==> config.mk <==
export PLATFORM = sky130hd
export DESIGN_NAME = first_fit_heap_allocator
export DESIGN_NICKNAME = d
export VERILOG_FILES = /design/src/design/ffha_pkg.sv /design/src/design/ffha_ram.sv /design/src/design/first_fit_heap_allocator.sv
export SDC_FILE = /design/constraint.sdc
export NUM_CORES = 2
export LEC_CHECK = 0
export BUFFER_PORTS_ARGS = -buffer_cell sky130_fd_sc_hd__buf_2
export CELL_PAD_IN_SITES_DETAIL_PLACEMENT = 1
export CELL_PAD_IN_SITES_GLOBAL_PLACEMENT = 1
export CORE_MARGIN = 2
export CORE_UTILIZATION = 35
export CTS_CLUSTER_SIZE = 40
export DETAILED_ROUTE_END_ITERATION = 6
export GPL_ROUTABILITY_DRIVEN = 0
export PLACE_DENSITY = 0.52
export SLEW_MARGIN = 5
export SYNTH_ARGS = -nofsm -noshare
export SYNTH_HDL_FRONTEND = slang
export SYNTH_SLANG_ARGS = --single-unit
==> constraint.sdc <==
create_clock -name aclk -period 19.7 [get_ports aclk]
set_input_delay 3.94 -clock aclk [delete_from_list [all_inputs] [get_ports aclk]]
set_output_delay 3.94 -clock aclk [all_outputs]
set_load 0.02 [all_outputs]
==> src/design/ffha_pkg.sv <==
// Shared types and constants of the first-fit heap allocator.
// Depends on nothing; every design file imports it.
`timescale 1ns / 1ps

package ffha_pkg;

    localparam int FREE_SLOTS_DEF   = 32;
    localparam int PAGE_BYTES_DEF   = 4096;
    localparam int HEADER_BYTES_DEF = 8;
    localparam int ALIGN_BYTES      = 8;
    localparam int WORD_W           = 32;

    typedef enum logic {
        OP_ALLOC = 1'b0,
        OP_FREE  = 1'b1
    } opcode_t;

    typedef enum logic [1:0] {
        ST_OK         = 2'd0,
        ST_OUT_OF_MEM = 2'd1,
        ST_TABLE_FULL = 2'd2,
        ST_NULL_FREE  = 2'd3
    } status_t;

    typedef enum logic {
        CFG_HEAP_BASE  = 1'b0,
        CFG_HEAP_LIMIT = 1'b1
    } cfg_index_t;

    typedef enum logic [3:0] {
        S_IDLE,
        S_ALLOC_CHK,
        S_SCAN_RD,
        S_SCAN_CK,
        S_DEL_RD,
        S_DEL_WR,
        S_PAGE_RUN,
        S_PAGE_TOP,
        S_PUT_RD,
        S_PUT_CK,
        S_PUT_JOIN,
        S_PUT_WR,
        S_INS_RD,
        S_INS_WR,
        S_DONE
    } seq_state_t;

    typedef struct packed {
        logic [WORD_W-1:0] start;
        logic [WORD_W-1:0] length;
    } free_entry_t;

    typedef struct packed {
        opcode_t           opcode;
        logic [WORD_W-1:0] request_bytes;
        logic [WORD_W-1:0] user_pointer;
        logic [WORD_W-1:0] block_bytes;
    } in_beat_t;

    typedef struct packed {
        logic [WORD_W-1:0] result_pointer;
        logic [WORD_W-1:0] granted_bytes;
        status_t           status;
    } out_beat_t;

endpackage

==> src/design/ffha_ram.sv <==
// Generic single-write, single-read RAM with a registered read port.
// Depends only on ffha_pkg, for the default depth.
`timescale 1ns / 1ps

module ffha_ram
    import ffha_pkg::*;
#(
    parameter int WIDTH = 64,
    parameter int DEPTH = FREE_SLOTS_DEF
) (
    input  logic                     aclk,
    input  logic                     we,
    input  logic [$clog2(DEPTH)-1:0] waddr,
    input  logic [WIDTH-1:0]         wdata,
    input  logic [$clog2(DEPTH)-1:0] raddr,
    output logic [WIDTH-1:0]         rdata
);

    logic [WIDTH-1:0] mem [DEPTH];

    always_ff @(posedge aclk) begin
        if (we) begin
            mem[waddr] <= wdata;
        end
        rdata <= mem[raddr];
    end

endmodule

==> src/design/first_fit_heap_allocator.sv <==
// First-fit heap allocator: one request in flight, sequenced over the free table RAM.
// An allocate scans the free entries in order and shrinks or removes the first that fits,
// or else takes a page run from the bump pointer and returns its remainder to the table.
// A free walks the entries below the block, then merges it with neighbours or shifts to insert it.
// One beat at a time, paced by the single RAM port pair; s_ready is high only while idle.
// Reset (aresetn low, synchronous): table empty, bump pointer and heap limit zero.
`timescale 1ns / 1ps

module first_fit_heap_allocator
    import ffha_pkg::*;
#(
    parameter int FREE_SLOTS   = FREE_SLOTS_DEF,
    parameter int PAGE_BYTES   = PAGE_BYTES_DEF,
    parameter int HEADER_BYTES = HEADER_BYTES_DEF
) (
    input  logic              aclk,
    input  logic              aresetn,
    input  logic              s_valid,
    output logic              s_ready,
    input  in_beat_t          s_data,
    output logic              m_valid,
    input  logic              m_ready,
    output out_beat_t         m_data,
    input  logic              cfg_we,
    input  cfg_index_t        cfg_index,
    input  logic [WORD_W-1:0] cfg_wdata
);

    localparam int IDX_W = $clog2(FREE_SLOTS);
    localparam int CNT_W = $clog2(FREE_SLOTS + 1);
    localparam int ENT_W = 2 * WORD_W;
    localparam logic [33:0] HDR34   = 34'(HEADER_BYTES);
    localparam logic [33:0] ALIGN34 = 34'(ALIGN_BYTES - 1);
    localparam logic [33:0] PAGE34  = 34'(PAGE_BYTES - 1);
    localparam logic [33:0] SPLIT34 = 34'(HEADER_BYTES + 8);
    localparam logic [WORD_W-1:0] HDR32 = WORD_W'(HEADER_BYTES);
    localparam logic [CNT_W-1:0]  SLOTS_CNT = CNT_W'(FREE_SLOTS);

    seq_state_t state_reg, state_next;

    logic [33:0]       total_reg, total_next;
    logic [33:0]       run_reg, run_next;
    logic [WORD_W-1:0] put_start_reg, put_start_next;
    logic [WORD_W-1:0] put_len_reg, put_len_next;
    logic              from_alloc_reg, from_alloc_next;
    logic [CNT_W-1:0]  idx_reg, idx_next;
    logic [CNT_W-1:0]  pos_reg, pos_next;
    logic [CNT_W-1:0]  entries_reg, entries_next;
    free_entry_t       prev_reg, prev_next;
    free_entry_t       cur_reg, cur_next;
    logic              prev_valid_reg, prev_valid_next;
    logic              cur_valid_reg, cur_valid_next;
    logic              left_reg, left_next;
    logic              right_reg, right_next;
    out_beat_t         res_reg, res_next;
    out_beat_t         out_reg, out_next;
    logic              m_valid_reg, m_valid_next;
    logic [WORD_W-1:0] bump_reg, bump_next;
    logic [WORD_W-1:0] limit_reg, limit_next;

    logic              ram_we;
    logic [IDX_W-1:0]  ram_waddr, ram_raddr;
    free_entry_t       ram_wdata, rd_entry;
    logic [ENT_W-1:0]  ram_rdata;

    // Shared conditions.
    logic        scan_end, del_end, ins_end, fits, split_ok, rd_below;
    logic        run_ovf, top_ovf, remainder, table_full, out_free;
    logic [33:0] top_sum;

    assign rd_entry   = free_entry_t'(ram_rdata);
    assign scan_end   = (idx_reg == entries_reg);
    assign del_end    = ({1'b0, idx_reg} + 1'b1) >= {1'b0, entries_reg};
    assign ins_end    = (idx_reg == pos_reg);
    assign fits       = {2'b00, rd_entry.length} >= total_reg;
    assign split_ok   = {2'b00, rd_entry.length} >= (total_reg + SPLIT34);
    assign rd_below   = rd_entry.start < put_start_reg;
    assign top_sum    = {2'b00, bump_reg} + run_reg;
    assign run_ovf    = (run_reg[33:32] != 2'b00);
    assign top_ovf    = top_sum > {2'b00, limit_reg};
    assign remainder  = run_reg > (total_reg + SPLIT34);
    assign table_full = (entries_reg >= SLOTS_CNT);
    assign out_free   = !m_valid_reg || m_ready;

    ffha_ram #(
        .WIDTH (ENT_W),
        .DEPTH (FREE_SLOTS)
    ) u_table (
        .aclk  (aclk),
        .we    (ram_we),
        .waddr (ram_waddr),
        .wdata (ram_wdata),
        .raddr (ram_raddr),
        .rdata (ram_rdata)
    );

    // Next state.
    always_comb begin
        state_next = state_reg;
        unique case (state_reg)
            S_IDLE: begin
                if (s_valid) begin
                    if (s_data.opcode == OP_ALLOC) begin
                        state_next = S_ALLOC_CHK;
                    end else if (s_data.user_pointer == '0) begin
                        state_next = S_DONE;
                    end else begin
                        state_next = S_PUT_RD;
                    end
                end
            end
            S_ALLOC_CHK: state_next = total_reg[33:32] != 2'b00 ? S_DONE : S_SCAN_RD;
            S_SCAN_RD:   state_next = scan_end ? S_PAGE_RUN : S_SCAN_CK;
            S_SCAN_CK: begin
                if (fits) begin
                    state_next = split_ok ? S_DONE : S_DEL_RD;
                end else begin
                    state_next = S_SCAN_RD;
                end
            end
            S_DEL_RD:   state_next = del_end ? S_DONE : S_DEL_WR;
            S_DEL_WR:   state_next = S_DEL_RD;
            S_PAGE_RUN: state_next = S_PAGE_TOP;
            S_PAGE_TOP: begin
                if (run_ovf || top_ovf) begin
                    state_next = S_DONE;
                end else begin
                    state_next = remainder ? S_PUT_RD : S_DONE;
                end
            end
            S_PUT_RD:   state_next = scan_end ? S_PUT_JOIN : S_PUT_CK;
            S_PUT_CK:   state_next = rd_below ? S_PUT_RD : S_PUT_JOIN;
            S_PUT_JOIN: state_next = S_PUT_WR;
            S_PUT_WR: begin
                if (left_reg && right_reg) begin
                    state_next = S_DEL_RD;
                end else if (left_reg || right_reg || table_full) begin
                    state_next = S_DONE;
                end else begin
                    state_next = S_INS_RD;
                end
            end
            S_INS_RD: state_next = ins_end ? S_DONE : S_INS_WR;
            S_INS_WR: state_next = S_INS_RD;
            S_DONE:   state_next = out_free ? S_IDLE : S_DONE;
            default:  state_next = S_IDLE;
        endcase
    end

    // Datapath and table access.
    always_comb begin
        total_next      = total_reg;
        run_next        = run_reg;
        put_start_next  = put_start_reg;
        put_len_next    = put_len_reg;
        from_alloc_next = from_alloc_reg;
        idx_next        = idx_reg;
        pos_next        = pos_reg;
        entries_next    = entries_reg;
        prev_next       = prev_reg;
        cur_next        = cur_reg;
        prev_valid_next = prev_valid_reg;
        cur_valid_next  = cur_valid_reg;
        left_next       = left_reg;
        right_next      = right_reg;
        res_next        = res_reg;
        out_next        = out_reg;
        m_valid_next    = m_valid_reg && !m_ready;
        bump_next       = bump_reg;
        limit_next      = limit_reg;
        ram_we          = 1'b0;
        ram_waddr       = idx_reg[IDX_W-1:0];
        ram_wdata       = '0;
        ram_raddr       = idx_reg[IDX_W-1:0];

        unique case (state_reg)
            S_IDLE: begin
                res_next        = '{result_pointer: '0, granted_bytes: '0, status: ST_OK};
                total_next      = ({2'b00, s_data.request_bytes} + HDR34 + ALIGN34) & ~ALIGN34;
                put_start_next  = s_data.user_pointer - HDR32;
                put_len_next    = s_data.block_bytes;
                from_alloc_next = 1'b0;
                idx_next        = '0;
                prev_valid_next = 1'b0;
                if (s_data.opcode == OP_FREE && s_data.user_pointer == '0) begin
                    res_next.status = ST_NULL_FREE;
                end
            end
            S_ALLOC_CHK: begin
                if (total_reg[33:32] != 2'b00) begin
                    res_next.status = ST_OUT_OF_MEM;
                end
            end
            S_SCAN_RD: ;
            S_SCAN_CK: begin
                if (fits) begin
                    res_next.result_pointer = rd_entry.start + HDR32;
                    if (split_ok) begin
                        ram_we                 = 1'b1;
                        ram_wdata.start        = rd_entry.start + total_reg[31:0];
                        ram_wdata.length       = rd_entry.length - total_reg[31:0];
                        res_next.granted_bytes = total_reg[31:0];
                    end else begin
                        res_next.granted_bytes = rd_entry.length;
                    end
                end else begin
                    idx_next = idx_reg + 1'b1;
                end
            end
            S_DEL_RD: begin
                ram_raddr = IDX_W'(idx_reg + 1'b1);
                if (del_end) begin
                    entries_next = entries_reg - 1'b1;
                end
            end
            S_DEL_WR: begin
                ram_we    = 1'b1;
                ram_wdata = rd_entry;
                idx_next  = idx_reg + 1'b1;
            end
            S_PAGE_RUN: begin
                run_next = (total_reg + PAGE34) & ~PAGE34;
            end
            S_PAGE_TOP: begin
                if (run_ovf || top_ovf) begin
                    res_next.status = ST_OUT_OF_MEM;
                end else begin
                    bump_next               = top_sum[31:0];
                    res_next.result_pointer = bump_reg + HDR32;
                    res_next.granted_bytes  = run_reg[31:0];
                    put_start_next          = bump_reg + total_reg[31:0];
                    put_len_next            = run_reg[31:0] - total_reg[31:0];
                    from_alloc_next         = 1'b1;
                    idx_next                = '0;
                    prev_valid_next         = 1'b0;
                end
            end
            S_PUT_RD: begin
                if (scan_end) begin
                    cur_valid_next = 1'b0;
                end
            end
            S_PUT_CK: begin
                if (rd_below) begin
                    prev_next       = rd_entry;
                    prev_valid_next = 1'b1;
                    idx_next        = idx_reg + 1'b1;
                end else begin
                    cur_next       = rd_entry;
                    cur_valid_next = 1'b1;
                end
            end
            S_PUT_JOIN: begin
                pos_next   = idx_reg;
                right_next = cur_valid_reg && (put_start_reg + put_len_reg == cur_reg.start);
                left_next  = prev_valid_reg &&
                             (prev_reg.start + prev_reg.length == put_start_reg);
                if (cur_valid_reg && (put_start_reg + put_len_reg == cur_reg.start)) begin
                    put_len_next = put_len_reg + cur_reg.length;
                end
            end
            S_PUT_WR: begin
                if (left_reg) begin
                    ram_we           = 1'b1;
                    ram_waddr        = IDX_W'(pos_reg - 1'b1);
                    ram_wdata.start  = prev_reg.start;
                    ram_wdata.length = prev_reg.length + put_len_reg;
                    idx_next         = pos_reg;
                end else if (right_reg) begin
                    ram_we           = 1'b1;
                    ram_waddr        = pos_reg[IDX_W-1:0];
                    ram_wdata.start  = put_start_reg;
                    ram_wdata.length = put_len_reg;
                end else if (!table_full) begin
                    idx_next = entries_reg;
                end
                // A rejected remainder leaves the whole page run granted.
                if (left_reg || right_reg) begin
                    if (from_alloc_reg) begin
                        res_next.granted_bytes = total_reg[31:0];
                    end
                end else if (table_full && !from_alloc_reg) begin
                    res_next.status = ST_TABLE_FULL;
                end
            end
            S_INS_RD: begin
                ram_raddr = IDX_W'(idx_reg - 1'b1);
                if (ins_end) begin
                    ram_we           = 1'b1;
                    ram_waddr        = pos_reg[IDX_W-1:0];
                    ram_wdata.start  = put_start_reg;
                    ram_wdata.length = put_len_reg;
                    entries_next     = entries_reg + 1'b1;
                    if (from_alloc_reg) begin
                        res_next.granted_bytes = total_reg[31:0];
                    end
                end
            end
            S_INS_WR: begin
                ram_we    = 1'b1;
                ram_wdata = rd_entry;
                idx_next  = idx_reg - 1'b1;
            end
            S_DONE: begin
                if (out_free) begin
                    out_next     = res_reg;
                    m_valid_next = 1'b1;
                end
            end
            default: ;
        endcase

        if (cfg_we) begin
            unique case (cfg_index)
                CFG_HEAP_BASE:  bump_next  = cfg_wdata;
                CFG_HEAP_LIMIT: limit_next = cfg_wdata;
                default: ;
            endcase
        end
    end

    always_ff @(posedge aclk) begin
        if (!aresetn) begin
            state_reg   <= S_IDLE;
            entries_reg <= '0;
            bump_reg    <= '0;
            limit_reg   <= '0;
            m_valid_reg <= 1'b0;
        end else begin
            state_reg   <= state_next;
            entries_reg <= entries_next;
            bump_reg    <= bump_next;
            limit_reg   <= limit_next;
            m_valid_reg <= m_valid_next;
        end
    end

    always_ff @(posedge aclk) begin
        total_reg      <= total_next;
        run_reg        <= run_next;
        put_start_reg  <= put_start_next;
        put_len_reg    <= put_len_next;
        from_alloc_reg <= from_alloc_next;
        idx_reg        <= idx_next;
        pos_reg        <= pos_next;
        prev_reg       <= prev_next;
        cur_reg        <= cur_next;
        prev_valid_reg <= prev_valid_next;
        cur_valid_reg  <= cur_valid_next;
        left_reg       <= left_next;
        right_reg      <= right_next;
        res_reg        <= res_next;
        out_reg        <= out_next;
    end

    assign s_ready = (state_reg == S_IDLE);
    assign m_valid = m_valid_reg;
    assign m_data  = out_reg;

    a_entries_bound: assert property (@(posedge aclk) disable iff (!aresetn)
        entries_reg <= SLOTS_CNT)
        else $error("free table count exceeds its capacity");

    a_result_from_done: assert property (@(posedge aclk) disable iff (!aresetn)
        (m_valid_reg && !$past(m_valid_reg)) |-> $past(state_reg == S_DONE))
        else $error("result beat appeared outside the completion step");

    a_entries_idle: assert property (@(posedge aclk) disable iff (!aresetn)
        $past(state_reg == S_IDLE) |-> $stable(entries_reg))
        else $error("free table count changed while idle");

    a_entries_step: assert property (@(posedge aclk) disable iff (!aresetn)
        !$stable(entries_reg) |->
            (entries_reg == $past(entries_reg) + 1'b1 ||
             entries_reg == $past(entries_reg) - 1'b1))
        else $error("free table count moved by more than one entry");

endmodule
Word level (Yosys, flattened, before mapping):

Memories as Yosys holds them, arrays and structs flattened. A register that Yosys moved wholly into a read port is not among the register bits.
Cells that the tools add are included.

* output and inout port bits: 68
* input port bits: 135
* RAM bits: 2048
* register bits: 469
* memories kept: 1
* word-level logic and storage cells: 211

* $lt $le $gt $ge: 7
* reduce and logical (&&, ||, !) cells: 40
* muxes and demuxes: 79
* $add $sub $neg: 22
* equal/unequal tests: 35
* bitwise operators: 1

Memories
* u_table.mem: words 32, bits a word 64, rd ports 1, clocked after Yosys merged registers in 1, wr ports 1, RTL line ffha_ram.sv:19 `logic [WIDTH-1:0] mem [DEPTH];`

Operator list (count)
* 2-to-1 mux 64 bit: 7
* 2-to-1 mux 32 bit: 11
* case mux 64 bit (4 select lines): 1
* adder 32 bit: 6
* case mux 32 bit (3 select lines): 2
* case mux 32 bit (5 select lines): 1
* >= comparator 32 x 34 -> 1 bit: 2
* adder 32 x 4 -> 32 bit (second input constant): 2
* equality test 32 bit: 2
* case mux 32 bit (2 select lines): 1
* subtractor 32 bit: 2
* case mux 4 bit (15 select lines): 1
* 2-to-1 mux 6 bit: 8
* case mux 6 bit (7 select lines): 1
* adder 32 x 34 -> 34 bit: 1
* adder 33 x 3 -> 34 bit (second input constant): 1
* adder 34 x 12 -> 34 bit (second input constant): 1
* adder 34 x 5 -> 34 bit (second input constant): 1
* > comparator 34 x 32 -> 1 bit: 1
* > comparator 34 bit: 1
* adder 32 x 4 -> 33 bit (second input constant): 1
* logical NOT 32 bit: 1
* less-than comparator 32 bit: 1
* 2-to-1 mux 4 bit: 8
* other kinds (39): 120

Logic depth before layout (Yosys ltp):

* depth after elaboration: 7
* mapped depth: 24
* depth with buffers taken out: 22

Cells and area by module:

A second synthesis with hierarchy kept.

* cell total of the unflattened synthesis: 7266
* area, all modules: 117302.5 µm²

By module, submodules not included
* ffha_ram: cells an instance 3096, times used 1, sequential area each 62780.2 µm², area each 78964.5 µm²
* first_fit_heap_allocator: cells an instance 4170, times used 1, sequential area each 13302.8 µm², area each 38338.0 µm²

Least setup slack after synthesis:

Ideal clock, no wire load.

* path kind: register -> register
* from: register total_reg[6]
* to: memory u_table.mem[31][0], enable pin
* data arrival time: 10.515 ns
* required time: 19.034 ns
* path slack: 8.519 ns
* stages on the path, launching flop included: 21
* library setup time: 0.666 ns
* path buffers: 2
* clock period less this slack: 11.181 ns
* cell sequence: edfxtp_1 > buf_2 > and3_1 > nand3_1 > or3_1 > clkbuf_1 > nor2b_1 > inv_1 > nor2_1 > xnor2_1 > ha_1 > nand4_1 > nor4_1 > a31oi_1 > o21ai_0 > a221oi_2 > nor3b_4 > nand2_2 > o21bai_4 > and3_4 > nor4b_1

* word-level cells in the longest chain between the ends: 7
* elaborated cells between the ends (all ways): 8
* those cells by class: 1 x add/sub; 2 x order compare; 5 x mux

Ends and longest elaborated chain
* start: declaration: RTL line first_fit_heap_allocator.sv:41 `logic [33:0] total_reg, total_next;`
* start signal: assignment: RTL line first_fit_heap_allocator.sv:339 `total_reg <= total_next;`
* adder 34 x 5 -> 34 bit: RTL line first_fit_heap_allocator.sv:76 `assign split_ok = {2'b00, rd_entry.length} >= (total_reg + SPLIT34);`
* >= comparator 32 x 34 -> 1 bit: RTL line first_fit_heap_allocator.sv:76
* 2-to-1 mux 1 bit: RTL line first_fit_heap_allocator.sv:198 `if (split_ok) begin`
* 2-to-1 mux 1 bit *: RTL line first_fit_heap_allocator.sv:196 `if (fits) begin`
* case mux 1 bit (4 select lines) *: RTL line first_fit_heap_allocator.sv:176 `unique case (state_reg)`
* 2-to-1 mux 1 bit *: RTL line ffha_ram.sv:22 `if (we) begin`
* 2-to-1 mux 1 bit (implied by the code) *: RTL line ffha_ram.sv:23 `mem[waddr] <= wdata;`
* end: declaration: RTL line ffha_ram.sv:19

Every way passes the cells marked *; elsewhere a longest branch is shown, timed or not.

Worst setup path after layout:

* from: register total_reg[6]
* to: memory u_table.mem[21][35], enable pin

Same word-level chain as after synthesis.

==> flow_summary.toml <==
[route]
ant_nets = 0
drtPass1Iterations = 7
vias = 72000
drc_errors = 5
wirelength_um = 431000
wl_per_cell_um = 34.4
vias_per_cell = 5.74
drt_iter0_drc = 7991

[worst_hold_path]
min_path_type = "reg2reg"

[global_route]
grt_max_degree = 110
grt_first_pass_wirelength_um = 598000
antenna_found_initial = 47
first_global_vias = 73700
grt_overflow = 0
track_usage_pct = 25.1

[flow_run]
maxCapViolCount = 0

[run_status]
outcome = "complete, but fails checks"
failed_checks = "design-rule violations"

[floorplan]
ios = 203
coreArea_um2 = 333000
die_w_um = 582
num_rows = 212
fp.dieH_um = 582
start_util_pct = 35.1
die_area_um2 = 338000

[power]
powerDensity_nw_per_um2 = 143
p_switching_mw = 7.40
ir_drop_uv = 107
clockPowerShare_pct = 28.3
pwr-share-seq_pct = 35.9
p_comb_share_pct = 35.7
internal_power_mw = 11.8
cellLeakagePower_nw = 41.9
switching_share_pct = 38.5

[worst_setup_path]
path_delay_family = "simple AND/OR/NAND/NOR gates"
start_kind = "flop"
crit_fanout = 25
crit_buf_inv = 4
cp_cell_sequence = "and3_1 > nand3_1 > or3_1 > nor2b_1 > inv_1 > nor2_1 > xnor2_1 > ha_1 > nand4_1 > nor4_1 > a31oi_1 > o21ai_0 > a221oi_2 > nor3b_4 > nand2_2 > o21bai_4 > buf_4 > nand3_1 > nand3_1 > nor2_4 > buf_4 > buf_4"
critPathArrivalTime_ns = 8.71
cp-end-kind = "flop"
cp_data_required_time_ns = 20.23
path_class = "reg2reg"
cpPeakStageDelay_ns = 0.75
slowest_stage = "edfxtp_1"

[placement]
dp_hpwl_um = 293000
port_buffers = 202
dp_worst_setup_slack_ns = 11.61

[synth]
yosys_warnings = 0
synth_seq_area_share_pct = 65.1
synthFlopType = "edfxtp_1"
syn_nets = 8026
async_flop_share_pct = 0
synth_cell_type_count = 115
netlist_instances = 7500
synth-seq-cells = 2580
synth_edf_count = 2441
syn_area_per_cell_um2 = 15.6
netlist_area_um2 = 117000

[sta]
skew_ns = 0.0784
relSlewSlack_pct = 8.60
period_share_pct = 41.5
finalHoldViolCount = 0
setup_viol = 0
max_freq_mhz = 122
drv_slew = 0
timing.hold.ws_ns = 0.418
tightestPinTransition_ns = 1.37
tns_ns = 0
timing.final.ws_setup_ns = 11.52
rsz0062_at_grt = "false"
final.min_clock_period_ns = 8.18

[final_layout]
largest_reg_flops = 2048
area_delta_synth_final_pct = 14.7
nets = 8434
drive_gt1_share_pct = 19.9
num-fill-cells = 33000

[clocking]
clk_latency_ns = 0.93
cts-resized-gates = 0
root_buffer = "clkbuf_16"
cts_tree = "yes"
clk_path_buf_depth = 4
hold_buffers = 0
clk_pin_slew_ns = 0.07
clock-sinks = 2580
htreeDepth = 5
cts_buffers = 292
cts_setup_buffers = 0
-- power by group through the flow --
stage | Combinational [mW] | Clock (mW) | Sequential (mW)
3_3_place_gp | 6.80 | 0 | 6.99
3_5_place_dp | 6.81 | 0 | 7.00
2_1_floorplan | 4.16 | 0 | 6.64
5_1_grt | 7.29 | 5.74 | 6.90
6_report | 6.86 | 5.45 | 6.91
4_1_cts | 6.84 | 5.56 | 6.89
-- placed cells by master, fill, tap and decap left out, types with 27 or more instances in the layout --
cell type  count
nor2_4        27
clkinv_2      32
a21oi_1      308
nand4_1       75
nor3_1        72
a22oi_1       34
nand3_1      257
mux2i_1       54
mux4_2       585
a31oi_1       31
nor2_1       222
a222oi_1      80
xor2_1       144
nand2b_1      42
ha_1         382
o21bai_1      30
nor2b_1       51
and3_1        34
o21ai_2       30
xnor2_1      262
clkbuf_1      64
a21o_1       127
buf_4        233
o21a_1        33
clkinv_1      54
o21ai_0      240
buf_2        202
a21boi_0      50
and2_1        27
dfxtp_1      139
inv_1        215
edfxtp_1    2441
a211oi_1      28
nand2_1      732
clkbuf_16    303
-- synthesized netlist by cell type, types with 36 or more instances --
library cell	instances	area share (%)
a21boi_0	50	0.32
a21o_1	128	0.82
a21oi_1	310	1.3
a222oi_1	80	0.69
and3_1	36	0.19
buf_2	74	0.32
clkbuf_1	215	0.69
dfxtp_1	139	2.4
edfxtp_1	2441	63
ha_1	382	4.1
inv_1	218	0.70
mux2i_1	54	0.46
mux4_2	585	11
nand2_1	732	2.4
nand2b_1	43	0.23
nand3_1	257	1.1
nand4_1	75	0.40
nor2_1	248	0.80
nor2b_1	52	0.28
nor3_1	77	0.33
o21ai_0	287	1.2
xnor2_1	265	2.0
xor2_1	146	1.1
-- final timing paths --
path,end,cells past startpoint,slack (ns),startpoint
worst max-delay path,u_table.mem[21][35]$_DFFE_PP_,22,11.52,total_reg[6]$_DFFE_PP_
worst min-delay path,m_data[54]$_DFFE_PP_,0,0.42,res_reg[54]$_SDFFCE_PN0P_
worst max register to register,u_table.mem[21][35]$_DFFE_PP_,22,11.52,total_reg[6]$_DFFE_PP_
worst min register to register,m_data[54]$_DFFE_PP_,0,0.42,res_reg[54]$_SDFFCE_PN0P_
-- area by class of cell --
type	count	area [um2]	area share, %
Antenna cell	16	40.0	0.0299
Clock buffer	379	7990	5.96
Clock inverter	142	1400	1.05
Inverter	221	830	0.619
Multi-Input combinational cell	4371	39300	29.3
Sequential cell	2580	76100	56.8
Tap cell	4387	5490	4.10
Timing Repair Buffer	442	2900	2.17
-- routing by layer --
metal / part of all wire [%] / vias to the layer above / wire length [um] / GRT usage (%)
met2: 46 / 2462 / 200000 / 39.8
met3: 5.5 / 621 / 23900 / 3.46
met5: 0.0053 / - / 23 / 0
li1: - / 30400 / - / -
met4: 4.8 / 4 / 20800 / 10.6
met1: 43 / 38500 / 186000 / 34.5
-- worst reg2reg max path, delay by kind of cell, from the launching register on --
family / cells / cell delay, ns
AOI/OAI and AO/OA: 4 / 0.59
DFF: 1 / 0.75
and+or+nand+nor: 12 / 4.35
adders and majority gates: 1 / 0.36
buffers and inverters: 4 / 1.59
xor gates and xnor gates: 1 / 0.12
-- kinds of logic after synthesis --
kind of cell | after synthesis | share of synthesized area [%]
AOI/OAI and AO/OA | 1241 | 7.07
xor gates and xnor gates | 411 | 3.08
muxes | 643 | 11.8
adders and majority gates | 391 | 4.25
buffers and inverters | 549 | 1.91
and+or+nand+nor | 1685 | 6.76
DFF | 2580 | 65.1
-- metrics by stage --
step / power [mW] / instance area [um2] / cells / utilization, %
final: 19.2 / 134000 / 12500 / 40.3
after CTS: 19.3 / 134000 / 12500 / 40.2
after global routing: 19.9 / 134000 / 12500 / 40.2
after floorplan: 10.8 / 117000 / 7500 / -
after global placement: 13.8 / 124000 / 12000 / 37.4
after detailed placement: 13.8 / 124000 / 12000 / 37.4
Power figures use the tool's default switching activity.
